[src/rtl/core/lcc_pkg.sv]
// Package for the Luhn card number classifier.
// Holds payload widths, result classes, length and prefix constants, and
// the control and result structs shared by the core modules.
package lcc_pkg;

   localparam int CARD_W        = 64;
   localparam int DIGIT_W       = 4;
   localparam int CLASS_W       = 2;
   localparam int COUNT_W       = 5;
   localparam int RADIX         = 10;

   localparam int LEN_SHORT     = 13;
   localparam int LEN_FIFTEEN   = 15;
   localparam int LEN_SIXTEEN   = 16;

   localparam logic [3:0] LEAD_THREE  = 4'd3;
   localparam logic [3:0] LEAD_FOUR   = 4'd4;
   localparam logic [3:0] LEAD_FIVE   = 4'd5;
   localparam logic [3:0] SECOND_FOUR = 4'd4;
   localparam logic [3:0] SECOND_SEVEN = 4'd7;
   localparam logic [3:0] SECOND_LOW  = 4'd1;
   localparam logic [3:0] SECOND_HIGH = 4'd5;

   typedef enum logic [CLASS_W-1:0] {
      CLASS_INVALID   = 2'd0,
      CLASS_PREFIX_3X = 2'd1,
      CLASS_PREFIX_4  = 2'd2,
      CLASS_PREFIX_5X = 2'd3
   } lcc_class_type;

   typedef enum logic [1:0] {
      ST_IDLE,
      ST_CONVERT,
      ST_SCAN,
      ST_FINISH
   } lcc_state_type;

   typedef struct packed {
      logic clear;
      logic dabble;
      logic drain;
   } lcc_cell_ctrl_type;

   typedef struct packed {
      logic start;
      logic step;
   } lcc_acc_ctrl_type;

   typedef struct packed {
      lcc_class_type        card_class;
      logic                 luhn_ok;
      logic [COUNT_W-1:0]   digit_count;
   } lcc_result_type;

endpackage

[src/rtl/core/lcc_req_if.sv]
// Input channel of the Luhn card number classifier: valid, ready and one
// card number. Depends on lcc_pkg for the payload width.
interface lcc_req_if;
   logic                          valid;
   logic                          ready;
   logic [lcc_pkg::CARD_W-1:0]    card_number;

   modport source (output valid, output card_number, input ready);
   modport sink   (input valid, input card_number, output ready);
endinterface

[src/rtl/core/lcc_rsp_if.sv]
// Result channel of the Luhn card number classifier: valid, ready and the
// class, Luhn flag and digit count. Depends on lcc_pkg for the field types.
interface lcc_rsp_if;
   logic                          valid;
   logic                          ready;
   logic [lcc_pkg::CLASS_W-1:0]   card_class;
   logic                          luhn_ok;
   logic [lcc_pkg::COUNT_W-1:0]   digit_count;

   modport source (output valid, output card_class, output luhn_ok, output digit_count,
                   input ready);
   modport sink   (input valid, input card_class, input luhn_ok, input digit_count,
                   output ready);
endinterface

[src/rtl/core/lcc_digit_cell.sv]
// One decimal digit cell of the binary to BCD chain (shift and add three).
// Depends on lcc_pkg for the digit width and the cell control struct.
module lcc_digit_cell (
   input  logic                          clock,
   input  lcc_pkg::lcc_cell_ctrl_type    ctrl,
   input  logic                          carry_in,
   input  logic [lcc_pkg::DIGIT_W-1:0]   digit_in,
   output logic                          carry_out,
   output logic [lcc_pkg::DIGIT_W-1:0]   digit
);

   logic [lcc_pkg::DIGIT_W-1:0] digit_ff;
   logic [lcc_pkg::DIGIT_W-1:0] digit_in_next;
   logic [lcc_pkg::DIGIT_W-1:0] adj;

   always_comb begin
      adj = (digit_ff >= 4'd5) ? digit_ff + 4'd3 : digit_ff;
   end

   assign carry_out = adj[lcc_pkg::DIGIT_W-1];
   assign digit     = digit_ff;

   always_comb begin
      priority if (ctrl.clear) begin
         digit_in_next = '0;
      end else if (ctrl.dabble) begin
         digit_in_next = {adj[lcc_pkg::DIGIT_W-2:0], carry_in};
      end else if (ctrl.drain) begin
         digit_in_next = digit_in;
      end else begin
         digit_in_next = digit_ff;
      end
   end

   always_ff @(posedge clock) begin
      digit_ff <= digit_in_next;
   end

endmodule

[src/rtl/core/lcc_luhn_acc.sv]
// Luhn accumulator: takes one decimal digit per cycle, least significant
// first, and keeps the running sum mod ten, the digit count and the two
// leading digits, then classifies. Depends on lcc_pkg.
module lcc_luhn_acc #(
   parameter int MAX_DIGITS = 19
) (
   input  logic                          clock,
   input  lcc_pkg::lcc_acc_ctrl_type     ctrl,
   input  logic [lcc_pkg::DIGIT_W-1:0]   digit,
   input  logic                          overflow,
   output lcc_pkg::lcc_result_type       result
);

   localparam int POS_W = $clog2(MAX_DIGITS + 1);

   logic [POS_W-1:0]            pos_ff, pos_in;
   logic [POS_W-1:0]            count_ff, count_in;
   logic                        odd_ff, odd_in;
   logic [lcc_pkg::DIGIT_W-1:0] sum_ff, sum_in;
   logic [lcc_pkg::DIGIT_W-1:0] lead_ff, lead_in;
   logic [lcc_pkg::DIGIT_W-1:0] second_ff, second_in;
   logic [lcc_pkg::DIGIT_W-1:0] prev_ff, prev_in;
   logic [lcc_pkg::DIGIT_W:0]   dbl;
   logic [lcc_pkg::DIGIT_W:0]   dbl_fold;
   logic [lcc_pkg::DIGIT_W-1:0] term;
   logic [lcc_pkg::DIGIT_W:0]   sum_raw;
   logic                        is_3x, is_4, is_5x;

   always_comb begin
      dbl      = {digit, 1'b0};
      dbl_fold = (dbl >= 5'(lcc_pkg::RADIX)) ? dbl - 5'd9 : dbl;
      term     = odd_ff ? digit : dbl_fold[lcc_pkg::DIGIT_W-1:0];
      sum_raw  = {1'b0, sum_ff} + {1'b0, term};

      pos_in    = pos_ff;
      count_in  = count_ff;
      odd_in    = odd_ff;
      sum_in    = sum_ff;
      lead_in   = lead_ff;
      second_in = second_ff;
      prev_in   = prev_ff;

      priority if (ctrl.start) begin
         pos_in    = '0;
         count_in  = '0;
         odd_in    = 1'b1;
         sum_in    = '0;
         lead_in   = '0;
         second_in = '0;
         prev_in   = '0;
      end else if (ctrl.step) begin
         pos_in  = pos_ff + POS_W'(1);
         odd_in  = ~odd_ff;
         sum_in  = (sum_raw >= 5'(lcc_pkg::RADIX)) ?
                   4'(sum_raw - 5'(lcc_pkg::RADIX)) : sum_raw[lcc_pkg::DIGIT_W-1:0];
         prev_in = digit;
         if (digit != '0) begin
            count_in  = pos_ff + POS_W'(1);
            lead_in   = digit;
            second_in = prev_ff;
         end
      end
   end

   always_ff @(posedge clock) begin
      pos_ff    <= pos_in;
      count_ff  <= count_in;
      odd_ff    <= odd_in;
      sum_ff    <= sum_in;
      lead_ff   <= lead_in;
      second_ff <= second_in;
      prev_ff   <= prev_in;
   end

   always_comb begin
      is_3x = (count_ff == POS_W'(lcc_pkg::LEN_FIFTEEN)) && (lead_ff == lcc_pkg::LEAD_THREE)
              && ((second_ff == lcc_pkg::SECOND_FOUR) || (second_ff == lcc_pkg::SECOND_SEVEN));
      is_4  = ((count_ff == POS_W'(lcc_pkg::LEN_SHORT)) ||
               (count_ff == POS_W'(lcc_pkg::LEN_SIXTEEN))) && (lead_ff == lcc_pkg::LEAD_FOUR);
      is_5x = (count_ff == POS_W'(lcc_pkg::LEN_SIXTEEN)) && (lead_ff == lcc_pkg::LEAD_FIVE)
              && (second_ff >= lcc_pkg::SECOND_LOW) && (second_ff <= lcc_pkg::SECOND_HIGH);

      result.card_class  = lcc_pkg::CLASS_INVALID;
      result.luhn_ok     = 1'b0;
      result.digit_count = lcc_pkg::COUNT_W'(MAX_DIGITS + 1);
      if (!overflow) begin
         result.luhn_ok     = (sum_ff == '0);
         result.digit_count = lcc_pkg::COUNT_W'(count_ff);
         if (result.luhn_ok && (count_ff != '0)) begin
            priority if (is_3x) begin
               result.card_class = lcc_pkg::CLASS_PREFIX_3X;
            end else if (is_4) begin
               result.card_class = lcc_pkg::CLASS_PREFIX_4;
            end else if (is_5x) begin
               result.card_class = lcc_pkg::CLASS_PREFIX_5X;
            end else begin
               result.card_class = lcc_pkg::CLASS_INVALID;
            end
         end
      end
   end

endmodule

[src/rtl/core/luhn_card_number_classifier_top.sv]
// Top level of the Luhn card number classifier.
// Depends on lcc_pkg, lcc_req_if, lcc_rsp_if, lcc_digit_cell and lcc_luhn_acc.
//
// Usage:
//   The req channel carries one card number per item as a 64-bit unsigned
//   integer. The rsp channel returns one item per card number with the class,
//   the Luhn pass flag and the decimal digit count.
//   The number is shifted, one bit per cycle, into a row of MAX_DIGITS BCD
//   digit cells. The digit row is then drained into the Luhn accumulator,
//   one digit per cycle. The output register is then loaded once it is
//   empty or rsp takes its item, and the block returns to idle. A new
//   item is accepted only in idle, after the previous result is loaded.
//   A carry out of the top digit cell marks a number with more than
//   MAX_DIGITS digits, which is reported invalid with a saturated count.
//   The output register holds a result while rsp stalls, and a new item is
//   accepted meanwhile; its result waits for the register to empty.
//   A synchronous reset returns the block to idle and drops rsp valid.
module luhn_card_number_classifier_top #(
   parameter int MAX_DIGITS = 19
) (
   input  logic        clock,
   input  logic        reset,
   lcc_req_if.sink     req_chan,
   lcc_rsp_if.source   rsp_chan
);

   localparam int STEP_W = $clog2(lcc_pkg::CARD_W);

   lcc_pkg::lcc_state_type       state_ff, state_in;
   logic [STEP_W-1:0]            step_ff, step_in;
   logic [lcc_pkg::CARD_W-1:0]   bin_ff, bin_in;
   logic                         ovf_ff, ovf_in;
   logic                         rsp_valid_ff, rsp_valid_in;
   lcc_pkg::lcc_result_type      rsp_data_ff, rsp_data_in;

   lcc_pkg::lcc_cell_ctrl_type   cell_ctrl;
   lcc_pkg::lcc_acc_ctrl_type    acc_ctrl;
   lcc_pkg::lcc_result_type      acc_result;
   logic                         load_rsp;

   logic [lcc_pkg::DIGIT_W-1:0]  cell_digit [MAX_DIGITS];
   logic                         cell_carry [MAX_DIGITS];

   for (genvar i = 0; i < MAX_DIGITS; i++) begin : g_cell
      logic                         cin;
      logic [lcc_pkg::DIGIT_W-1:0]  din;

      if (i == 0) begin : g_low
         assign cin = bin_ff[lcc_pkg::CARD_W-1];
      end else begin : g_mid
         assign cin = cell_carry[i-1];
      end

      if (i == MAX_DIGITS - 1) begin : g_high
         assign din = '0;
      end else begin : g_inner
         assign din = cell_digit[i+1];
      end

      lcc_digit_cell u_cell (
         .clock     (clock),
         .ctrl      (cell_ctrl),
         .carry_in  (cin),
         .digit_in  (din),
         .carry_out (cell_carry[i]),
         .digit     (cell_digit[i])
      );
   end

   lcc_luhn_acc #(
      .MAX_DIGITS (MAX_DIGITS)
   ) u_acc (
      .clock    (clock),
      .ctrl     (acc_ctrl),
      .digit    (cell_digit[0]),
      .overflow (ovf_ff),
      .result   (acc_result)
   );

   always_comb begin
      state_in        = state_ff;
      step_in         = step_ff;
      bin_in          = bin_ff;
      ovf_in          = ovf_ff;
      cell_ctrl       = '0;
      acc_ctrl        = '0;
      load_rsp        = 1'b0;
      req_chan.ready  = 1'b0;

      unique case (state_ff)
         lcc_pkg::ST_IDLE: begin
            req_chan.ready = 1'b1;
            if (req_chan.valid) begin
               bin_in          = req_chan.card_number;
               ovf_in          = 1'b0;
               step_in         = '0;
               cell_ctrl.clear = 1'b1;
               acc_ctrl.start  = 1'b1;
               state_in        = lcc_pkg::ST_CONVERT;
            end
         end
         lcc_pkg::ST_CONVERT: begin
            cell_ctrl.dabble = 1'b1;
            bin_in           = {bin_ff[lcc_pkg::CARD_W-2:0], 1'b0};
            ovf_in           = ovf_ff | cell_carry[MAX_DIGITS-1];
            step_in          = step_ff + STEP_W'(1);
            if (step_ff == STEP_W'(lcc_pkg::CARD_W - 1)) begin
               step_in  = '0;
               state_in = lcc_pkg::ST_SCAN;
            end
         end
         lcc_pkg::ST_SCAN: begin
            cell_ctrl.drain = 1'b1;
            acc_ctrl.step   = 1'b1;
            step_in         = step_ff + STEP_W'(1);
            if (step_ff == STEP_W'(MAX_DIGITS - 1)) begin
               step_in  = '0;
               state_in = lcc_pkg::ST_FINISH;
            end
         end
         lcc_pkg::ST_FINISH: begin
            if (!rsp_valid_ff || rsp_chan.ready) begin
               load_rsp = 1'b1;
               state_in = lcc_pkg::ST_IDLE;
            end
         end
         default: begin
            state_in = lcc_pkg::ST_IDLE;
         end
      endcase
   end

   always_comb begin
      rsp_data_in  = load_rsp ? acc_result : rsp_data_ff;
      rsp_valid_in = load_rsp | (rsp_valid_ff & ~rsp_chan.ready);
   end

   always_ff @(posedge clock) begin
      if (reset) begin
         state_ff     <= lcc_pkg::ST_IDLE;
         step_ff      <= '0;
         rsp_valid_ff <= 1'b0;
      end else begin
         state_ff     <= state_in;
         step_ff      <= step_in;
         rsp_valid_ff <= rsp_valid_in;
      end
   end

   always_ff @(posedge clock) begin
      bin_ff      <= bin_in;
      ovf_ff      <= ovf_in;
      rsp_data_ff <= rsp_data_in;
   end

   assign rsp_chan.valid       = rsp_valid_ff;
   assign rsp_chan.card_class  = rsp_data_ff.card_class;
   assign rsp_chan.luhn_ok     = rsp_data_ff.luhn_ok;
   assign rsp_chan.digit_count = rsp_data_ff.digit_count;

endmodule
[src/flat_wrapper.sv]
// flat-port wrapper written by rule: the top's interface ports become plain ports
module luhn_card_number_classifier_top_flat 
#(
   parameter int MAX_DIGITS = 19
)
  (clock, reset, req_chan_valid, req_chan_card_number, req_chan_ready, rsp_chan_valid, rsp_chan_card_class, rsp_chan_luhn_ok, rsp_chan_digit_count, rsp_chan_ready);
  lcc_req_if req_chan_i ();
  lcc_rsp_if rsp_chan_i ();
  input  logic clock;
  input  logic reset;
  input wire logic [$bits(req_chan_i.valid)-1:0] req_chan_valid;
  input wire logic [$bits(req_chan_i.card_number)-1:0] req_chan_card_number;
  output wire logic [$bits(req_chan_i.ready)-1:0] req_chan_ready;
  output wire logic [$bits(rsp_chan_i.valid)-1:0] rsp_chan_valid;
  output wire logic [$bits(rsp_chan_i.card_class)-1:0] rsp_chan_card_class;
  output wire logic [$bits(rsp_chan_i.luhn_ok)-1:0] rsp_chan_luhn_ok;
  output wire logic [$bits(rsp_chan_i.digit_count)-1:0] rsp_chan_digit_count;
  input wire logic [$bits(rsp_chan_i.ready)-1:0] rsp_chan_ready;
  assign req_chan_i.valid = req_chan_valid;
  assign req_chan_i.card_number = req_chan_card_number;
  assign req_chan_ready = req_chan_i.ready;
  assign rsp_chan_valid = rsp_chan_i.valid;
  assign rsp_chan_card_class = rsp_chan_i.card_class;
  assign rsp_chan_luhn_ok = rsp_chan_i.luhn_ok;
  assign rsp_chan_digit_count = rsp_chan_i.digit_count;
  assign rsp_chan_i.ready = rsp_chan_ready;
  luhn_card_number_classifier_top #(.MAX_DIGITS(MAX_DIGITS)) u_core (.clock(clock), .reset(reset), .req_chan(req_chan_i), .rsp_chan(rsp_chan_i));
endmodule
[config.mk]
export PLATFORM = sky130hd
export DESIGN_NAME = luhn_card_number_classifier_top_flat
export DESIGN_NICKNAME = d
export VERILOG_FILES = /design/src/rtl/core/lcc_pkg.sv /design/src/rtl/core/lcc_req_if.sv /design/src/rtl/core/lcc_rsp_if.sv /design/src/rtl/core/lcc_digit_cell.sv /design/src/rtl/core/lcc_luhn_acc.sv /design/src/rtl/core/luhn_card_number_classifier_top.sv /design/src/flat_wrapper.sv
export SDC_FILE = /design/constraint.sdc
export NUM_CORES = 1
export LEC_CHECK = 0
export ABC_AREA = 1
export BUFFER_PORTS_ARGS = -buffer_cell sky130_fd_sc_hd__buf_2
export CAP_MARGIN = 20
export CORE_AREA = 3 3 151 153
export CTS_CLUSTER_DIAMETER = 40
export CTS_CLUSTER_SIZE = 20
export DETAILED_ROUTE_END_ITERATION = 12
export DIE_AREA = 0 0 154 156
export PLACE_DENSITY_LB_ADDON = 0.12
export SYNTH_ARGS = -nofsm -noshare
export SYNTH_HDL_FRONTEND = slang
export SYNTH_HIERARCHICAL = 1
export SYNTH_SLANG_ARGS = --single-unit
[constraint.sdc]
create_clock -name clock -period 11.2 [get_ports clock]
set_input_delay 0.56 -clock clock [delete_from_list [all_inputs] [get_ports clock]]
set_output_delay 0.56 -clock clock [all_outputs]
set_load 0.03 [all_outputs]
Word-level counts from Yosys, hierarchy flattened
Cells that the tools add are included.
Widths: inputs -> output; s select.
Word-level totals
  register bits: 185
  latch bits: 0
  RAM bits: 0
  ROM bits: 0
  output and inout bits: 10
  word-level logic and storage cells: 212
  memories: 0
Cells by class
  add/sub/neg operators: 24
  $mul: 0
  divide/modulo/power cells: 0
  order comparisons: 23
  equal/unequal tests: 17
  shift operators: 0
  muxes and demuxes: 83
  bitwise gates (word level): 6
  reduce and logical (&&, ||, !) cells: 24
Operators by type and width (number)
  $mux 4: 60
  $pmux 64 s2: 1
  $add 4x2->4 const B: 19
  $ge 4x3->1 const B: 19
  $mux 64: 1
  $mux 6: 3
  $pmux 6 s3: 1
  $eq 4x3->1 const B: 4
  $mux 2: 6
  $eq 5x4->1 const B: 2
  $ge 5x4->1 const B: 2
  $mux 1: 9
  $pmux 2 s4: 1
  $sub 4x4->4 const B: 2
  $logic_and 1x1->1: 7
  $add 6x1->6 const B: 1
  $eq 6x5->1 const B: 1
  $eq 6x6->1 const B: 1
  $ne 2x1->1 const B: 3
  $reduce_and 2->1: 3
  $add 4x4->5: 1
  $add 5x1->5 const B: 1
  $eq 5x5->1 const B: 1
  $reduce_bool 5->1: 1
  other kinds (20): 27

Logic depth before layout (Yosys ltp)
Gate-level depths: netlist of the first run.
  depth after elaboration: 7
  gate-level depth with buffers: 20
  mapped depth without buffers: 20

Hierarchy
The synthesis of the first run kept the hierarchy.
By module, submodules not included
  lcc_digit_cell: instances 19, cells each 44, area each 294.0 um^2, seq. area each 80.1 um^2
  luhn_card_number_classifier_top: instances 1, cells each 372, area each 3626.0 um^2, seq. area each 2372.3 um^2
  lcc_luhn_acc: instances 1, cells each 218, area each 1515.2 um^2, seq. area each 540.5 um^2

Least setup slack after synthesis of the first run
OpenSTA, ideal clock, no wires.
  path type: flip-flop to flip-flop
  start point: reg u_core.state_ff[1]
  end point: reg u_core/bin_ff[0] (netlist bit) (enable)
  setup time: 0.578 ns
  arrival time: 6.973 ns
  path slack: 3.650 ns
  stages on the path, launching flop included: 6
  path buffers: 1
  clock period less this slack: 7.550 ns
  cell sequence: dfxtp_1 inv_1 ha_1 clkinv_2 buf_2 o21ai_0
Between the ends
  longest elaborated chain between the ends: 3
  elaborated cells on any way between the ends: 5
  those cells by class: eq/ne (2); reduce/logical (3)
RTL lines
  from (decl): line luhn_card_number_classifier_top.sv:29  | lcc_pkg::lcc_state_type state_ff, state_in;
  from (signal assigned): line luhn_card_number_classifier_top.sv:140  | state_ff <= lcc_pkg::ST_IDLE;
  from (signal assigned): line luhn_card_number_classifier_top.sv:144  | state_ff <= state_in;
  $eq 2x1->1 or $logic_not 2->1 (tied branches): line luhn_card_number_classifier_top.sv:90  | unique case (state_ff)
  $reduce_bool 2->1 (no source line) or $ne 2x2->1 (tied branches)
  $reduce_and 2->1 (no source line) *
  to (signal assigned): line luhn_card_number_classifier_top.sv:151  | bin_ff <= bin_in;
  to (decl): line luhn_card_number_classifier_top.sv:31  | logic [lcc_pkg::CARD_W-1:0] bin_ff, bin_in;
Every way passes the cells marked *; elsewhere a longest branch is shown, timed or not.
A chain may end at the register's enable or synchronous reset.

Worst setup path in the final report of the first run
  start point: reg u_core.state_ff[1]
  end point: reg u_core/bin_ff[62] (netlist bit) (enable)
The elaborated chain is that of the path after synthesis.

==> results_dict.tcl, run 1 <==
set metrics [dict create \
    synth_cells 1426 \
    crit_slowest_cell "clkinv_2" \
    place_hpwl_mm 15.7 \
    cts_hold_buf 0 \
    grt_pass1_vias 8727 \
    portBuffers 77 \
    drc 0 \
    routed_wirelength_mm 23.2 \
    tightestPinTransition_ns 0.950 \
    io_pins 78 \
    fp.dieH_um 156 \
    dr.pass1.iters 5 \
    antenna_found_initial 1 \
    h-tree-depth 4 \
    cts-root-buf "clkbuf_16" \
    ys_seq_area_frac 0.413 \
    skew_ns 0.0154 \
    die_w_um 154 \
    hp-class "in2reg" \
    critPathBufInv 3 \
    worst-setup-path-type "reg2reg" \
    synth_top_cell_by_area "dfxtp_1" \
    path_cells "inv_1 -> ha_4 -> clkinv_2 -> o21ai_4 -> buf_4" \
    cts_setup_buffers 0 \
    ant_nets 0 \
    synth-seq-cells 185 \
    max_clock_freq_mhz 288 \
    min_period_ns 3.47 \
    critPathTopFamily "buffers and inverters" \
    mostFrequentLayoutCells "nand2_1, inv_1, o21ai_0, dfxtp_1, nand3_1" \
    setup_violations 0 \
    via_per_inst 5.16 \
    ys.flop_type "dfxtp_1" \
    numCtsBuffers 17 \
    synth_edf_count 73 \
    grt_pass1_wl_mm 39.4 \
    wl_per_cell_um 12.8 \
    syn_area_um2 10700 \
    cap_violations 0 \
    layout_commonest_cell "nand2_1" \
    p_per_area_nw_per_um2 279 \
    grt_overflow 0 \
    rows 54 \
    crit_path_end_kind "flop" \
    status "complete, no violations" \
    vias 9319 \
    avgSynthCellArea_um2 7.52 \
    synthTopCellsByArea "dfxtp_1, edfxtp_1, nand2_1" \
    place_congestion 0.820 \
    dieArea_um2 24000 \
    clkTransAtPathRegs_ns 0.08 \
    ys_async_sr_fraction 0 \
    worstPathArrival_ns 3.53 \
    critPathLaunchType "flop" \
    path_max_fanout 68 \
    finalHoldViolations 0 \
    grt_max_degree 91 \
    clockBufferDepth 2 \
    required_ns 11.26 \
    fill_cells 2030 \
    cts.sinks 185 \
    yosys_warnings 6 \
    grt_setup_unrepaired "no" \
    drive_above_1_share 0.114 \
    period_share 0.310 \
    slowest_delay_ns 0.90 \
    slew_headroom 0.366 \
    drt_iter0_markers 529 \
    synth_cell_types 41 \
    synth_top_area_share 0.209 \
    tns_ns 0 \
    peakVddDrop_mv 0.186 \
    initial_core_util 0.495 \
    grt.total_usage 0.192 \
    layout.nets 1632 \
    maxSlewViolCount 0 \
    power_w 0.00337 \
    syn_to_final_growth_pct 12.5 \
    cts_tree "yes" \
    post_cts_resized 0 \
    leakage_nw 5.43 \
    insertion_delay_ns 0.44 \
    coreArea_um2 21700 \
]
[state kept, by name, indices dropped and copies added (netlist names)]
name / count
u_core/g_cell.u_cell/digit: 76
u_core/bin_ff: 64
u_core/step_ff: 6
u_core/rsp_chan.digit_count: 5
u_core/u_acc/count_ff: 5
u_core/u_acc/pos_ff: 5
u_core/u_acc/lead_ff: 4
u_core/u_acc/prev_ff: 4
u_core/u_acc/second_ff: 4
u_core/u_acc/sum_ff: 4
u_core/rsp_chan.card_class: 2
u_core/state_ff: 2
u_core/ovf_ff: 1
u_core/rsp_chan.luhn_ok: 1
u_core/rsp_chan.valid: 1
u_core/u_acc/odd_ff: 1
[logic make-up (layout without fill, tap and decap cells)]
group | Yosys count | count (layout) | share of synthesized area
adders and majority gates | 53 | 53 | 0.0625
xor gates and xnor gates | 5 | 5 | 0.00408
and+or+nand+nor | 665 | 665 | 0.273
other | 1 | 5 | 0.000350
DFF | 185 | 185 | 0.413
buffers and inverters | 222 | 317 | 0.0800
AOI/OAI and AO/OA | 295 | 295 | 0.167
[final timing paths]
| kind | start | end | slack, ns | depth (start not counted) |
|---|---|---|---|---|
| worst max-delay path | u_core/state_ff[1]$_SDFFE_PP0P_ | u_core/bin_ff[62]$_DFFE_PP_ | 7.73 | 5 |
| worst min-delay path | reset | u_core/step_ff[0]$_SDFFE_PP0P_ | 0.33 | 2 |
| worst max register to register | u_core/state_ff[1]$_SDFFE_PP0P_ | u_core/bin_ff[62]$_DFFE_PP_ | 7.73 | 5 |
| worst min register to register | u_core/u_acc/prev_ff[2]$_SDFFE_PP0P_ | u_core/u_acc/prev_ff[2]$_SDFFE_PP0P_ | 0.47 | 2 |
[per-layer routing]
metal	part of all wire	routed length, µm	GRT usage
met1	0.49	11400	0.265
met2	0.47	10800	0.316
met3	0.029	682	0.0347
met4	0.011	265	0.0492
met5	0	0	0
[synth_stat cells (5+ instances only)]
library cell	count
o211ai_1	58
inv_1	197
a21oi_2	19
or2_0	19
nand3_1	78
o21ai_0	119
nor2_1	59
nand4_1	42
dfxtp_1	112
a21oi_1	69
a21boi_1	19
ha_1	52
inv_2	5
nand3_2	21
buf_2	13
nand2_1	431
clkbuf_1	5
edfxtp_1	73
[power by group]
part	internal, W	switching, W
logic	0.000544	0.000975
clock network	0.000304	0.000308
registers	0.00103	0.000205
[metrics by stage]
stage	instances	hold slack (ns)	area (µm²)	util	worst slack, ns
floorplan	1429	0.438	10700	-	3.65
global placement	1771	0.448	11400	0.528	7.76
detailed placement	1771	0.451	11400	0.528	7.72
CTS	1803	0.312	12100	0.556	7.71
global route	1805	0.342	12100	0.557	7.41
finish	1805	0.333	12100	0.557	7.73
[worst reg2reg max path, stage by stage (launching register included)]
cell and delay (ns):
dfxtp_1 0.37, inv_1 0.13, ha_4 0.53, clkinv_2 0.91, o21ai_4 0.42, buf_4 0.69
[final cells by class]
| cell class | instances | area [µm²] | share of cell area |
|---|---|---|---|
| Timing Repair Buffer | 82 | 423 | 0.0350 |
| Clock buffer | 17 | 425 | 0.0352 |
| Clock inverter | 15 | 189 | 0.0157 |
| Tap cell | 280 | 350 | 0.0290 |
| Antenna cell | 1 | 2.50 | 0.000207 |
| Sequential cell | 185 | 4430 | 0.367 |
| Multi-Input combinational cell | 1022 | 5480 | 0.454 |
| Inverter | 203 | 763 | 0.0632 |
Power figures use the tool's default switching activity.
==> run 2: changes to the inputs <==
--- a/config.mk
+++ b/config.mk
@@ -5,14 +5,14 @@
 export SDC_FILE = /design/constraint.sdc
 export NUM_CORES = 1
 export LEC_CHECK = 0
-export ABC_AREA = 1
+export ABC_AREA = 0
 export BUFFER_PORTS_ARGS = -buffer_cell sky130_fd_sc_hd__buf_2
 export CAP_MARGIN = 20
-export CORE_AREA = 3 3 151 153
+export CORE_AREA = 3 3 149 151
 export CTS_CLUSTER_DIAMETER = 40
 export CTS_CLUSTER_SIZE = 20
 export DETAILED_ROUTE_END_ITERATION = 12
-export DIE_AREA = 0 0 154 156
+export DIE_AREA = 0 0 152 154
 export PLACE_DENSITY_LB_ADDON = 0.12
 export SYNTH_ARGS = -nofsm -noshare
 export SYNTH_HDL_FRONTEND = slang
==> constraint.sdc (replaced) <==
create_clock -name clock -period 2.9 [get_ports clock]
set_input_delay 0.145 -clock clock [delete_from_list [all_inputs] [get_ports clock]]
set_output_delay 0.145 -clock clock [all_outputs]
set_load 0.03 [all_outputs]
==> results_dict.tcl, run 2 <==
set metrics [dict create \
    status "finished, violations left" \
    violations "negative setup slack" \
    fin_util 0.606 \
    preCtsSetupSlack_ns -0.215 \
    drt_iter0_markers 444 \
    cts.sinks 185 \
    initial_core_util 0.499 \
    ys.flop_type "dfxtp_1" \
    synth_fa_ha_area_frac 0.0641 \
    drive_above_1_share 0.215 \
    place_congestion 0.752 \
    synth_cells 1069 \
    cts_tree "yes" \
    grt_pass1_vias 7652 \
    ys_async_sr_fraction 0 \
    insertion_delay_ns 0.44 \
    path_max_fanout 3 \
    io_pins 78 \
    portBuffers 77 \
    synth-seq-cells 185 \
    hold_depth 2 \
    muxShareOfSynthArea 0.120 \
    yosys.cell_count.top_type "nor2_1" \
    dr.pass1.iters 5 \
    rows 53 \
    finalHoldViolations 0 \
    diodes 0 \
    critPathLaunchType "flop" \
    hold_ws_ns 0.0119 \
    synth_edf_count 73 \
    synth-xor-area-share 0.00992 \
    skew_ns 0.0127 \
    synth_top_family_by_area "simple AND/OR/NAND/NOR gates" \
    cts-root-buf "clkbuf_16" \
    via_per_inst 5.42 \
    fin_cells 1514 \
    place_inst 1418 \
    dieArea_um2 23400 \
    antenna_found_initial 1 \
    peakVddDrop_mv 0.517 \
    ys_seq_area_frac 0.424 \
    synth_top_cell_by_area "dfxtp_1" \
    ant_nets 0 \
    wl_per_cell_um 14.3 \
    synthTopCellsByCount "nor2_1, dfxtp_1, nand2_1" \
    die_w_um 152 \
    maxSlewViolCount 0 \
    period_share 1.01 \
    setup_ws_ns -0.0284 \
    crit_path_end_kind "flop" \
    synth_cell_types 68 \
    h-tree-depth 4 \
    grt_overflow 0 \
    syn_to_final_growth_pct 21.3 \
    worst-setup-path-type "reg2reg" \
    mostFrequentLayoutCells "nor2_1, dfxtp_1, nand2_1, buf_2, edfxtp_1" \
    synthTopCellsByArea "dfxtp_1, edfxtp_1, mux2_2" \
    fp.dieH_um 154 \
    setup_violations 2 \
    worstPathArrival_ns 3.28 \
    clockBufferDepth 2 \
    required_ns 3.25 \
    vias 8209 \
    place_hpwl_mm 13.5 \
    coreArea_um2 21000 \
    syn_area_um2 10500 \
    leakage_nw 4.55 \
    synth_compound_area_frac 0.161 \
    yosys_warnings 6 \
    numCtsBuffers 17 \
    grt.total_usage 0.183 \
    p_per_area_nw_per_um2 960 \
    worst_r2r_path_depth 15 \
    synth_top_area_share 0.214 \
    routed_wirelength_mm 21.6 \
    clkTransAtPathRegs_ns 0.08 \
    slew_headroom 0.453 \
    max_clock_freq_mhz 341 \
    grt_pass1_wl_mm 36.6 \
    tightestPinTransition_ns 0.821 \
    hp-class "in2reg" \
    layout.nets 1347 \
    grt_setup_unrepaired "yes" \
    avgSynthCellArea_um2 9.79 \
    min_period_ns 2.93 \
    layout_commonest_cell "nor2_1" \
    drc 0 \
    yosys.area_share.simple 0.181 \
    largest_reg_flops 76 \
    grt_max_degree 97 \
    cap_violations 0 \
]
-- run 2: power by group --
group          internal (W)  switching [W]
Sequential          0.00375       0.000669
Combinational       0.00244        0.00294
Clock               0.00118        0.00120
-- run 2: layer usage --
layer	share of wire	vias up	wire, µm	GRT usage
li1	-	4238	-	-
met1	0.48	3853	10300	0.245
met2	0.48	94	10400	0.302
met3	0.029	22	632	0.0326
met4	0.013	2	289	0.0582
met5	0.00060	-	13	0
-- run 2: stage by stage --
| stage | TNS [ns] | total power [W] | area [µm²] |
|---|---|---|---|
| after floorplan | -0.247 | 0.00826 | 10500 |
| after global placement | -0.212 | 0.00943 | 11300 |
| after detailed placement | -0.371 | 0.00952 | 11300 |
| after CTS | -0.202 | 0.0121 | 12600 |
| after global routing | -0.306 | 0.0131 | 12700 |
| final | -0.0381 | 0.0122 | 12700 |
-- run 2: final timing paths --
check                                                              startpoint                                   end  slack, ns
worst max register to register  u_core/g_cell[0].u_cell/digit[0]$_SDFFE_PP0P_   u_core/u_acc/sum_ff[1]$_SDFFE_PP0P_      -0.03
worst min-delay path                                 req_chan_card_number[45]           u_core/bin_ff[45]$_DFFE_PP_       0.01
worst max-delay path            u_core/g_cell[0].u_cell/digit[0]$_SDFFE_PP0P_   u_core/u_acc/sum_ff[1]$_SDFFE_PP0P_      -0.03
worst min register to register           u_core/u_acc/lead_ff[3]$_SDFFE_PP0P_  u_core/u_acc/lead_ff[3]$_SDFFE_PP0P_       0.48
-- run 2: logic make-up after synthesis --
kind of cell    after synthesis
compound gates              259
other cells                   1
simple gates                354
xor+xnor                     11
flops                       185
buf+inv                      89
mux                         117
fa+ha+maj                    53
-- run 2: timing repair --
item	CTS	global route
hold endpoints to repair	60	1
endpoints found under the setup margin	2	3
setup buffers	2	2
gates resized for setup	14	13
cloned	0	0
pin swaps	11	12
hold buffers	59	1
-- run 2: cell type report --
class,count,area [µm²]
clock buffers,17,425
flip-flops and latches,185,4440
fillers,1817,8270
inverters,52,200
clock inverters,15,180
multi-input cells,798,5770
well taps,275,344
repair buffers,172,1330
-- run 2: critical path: stages (launching register included) --
cell and delay [ns]:
dfxtp_4 0.38, inv_4 0.04, ha_4 0.16, nand2b_4 0.07, a21oi_4 0.06, mux2i_2 0.16
ha_2 0.21, inv_2 0.04, fa_2 0.40, xnor2_2 0.16, inv_2 0.07, ha_4 0.14
o31ai_2 0.06, a311o_1 0.33, or3_1 0.33, a311oi_2 0.23
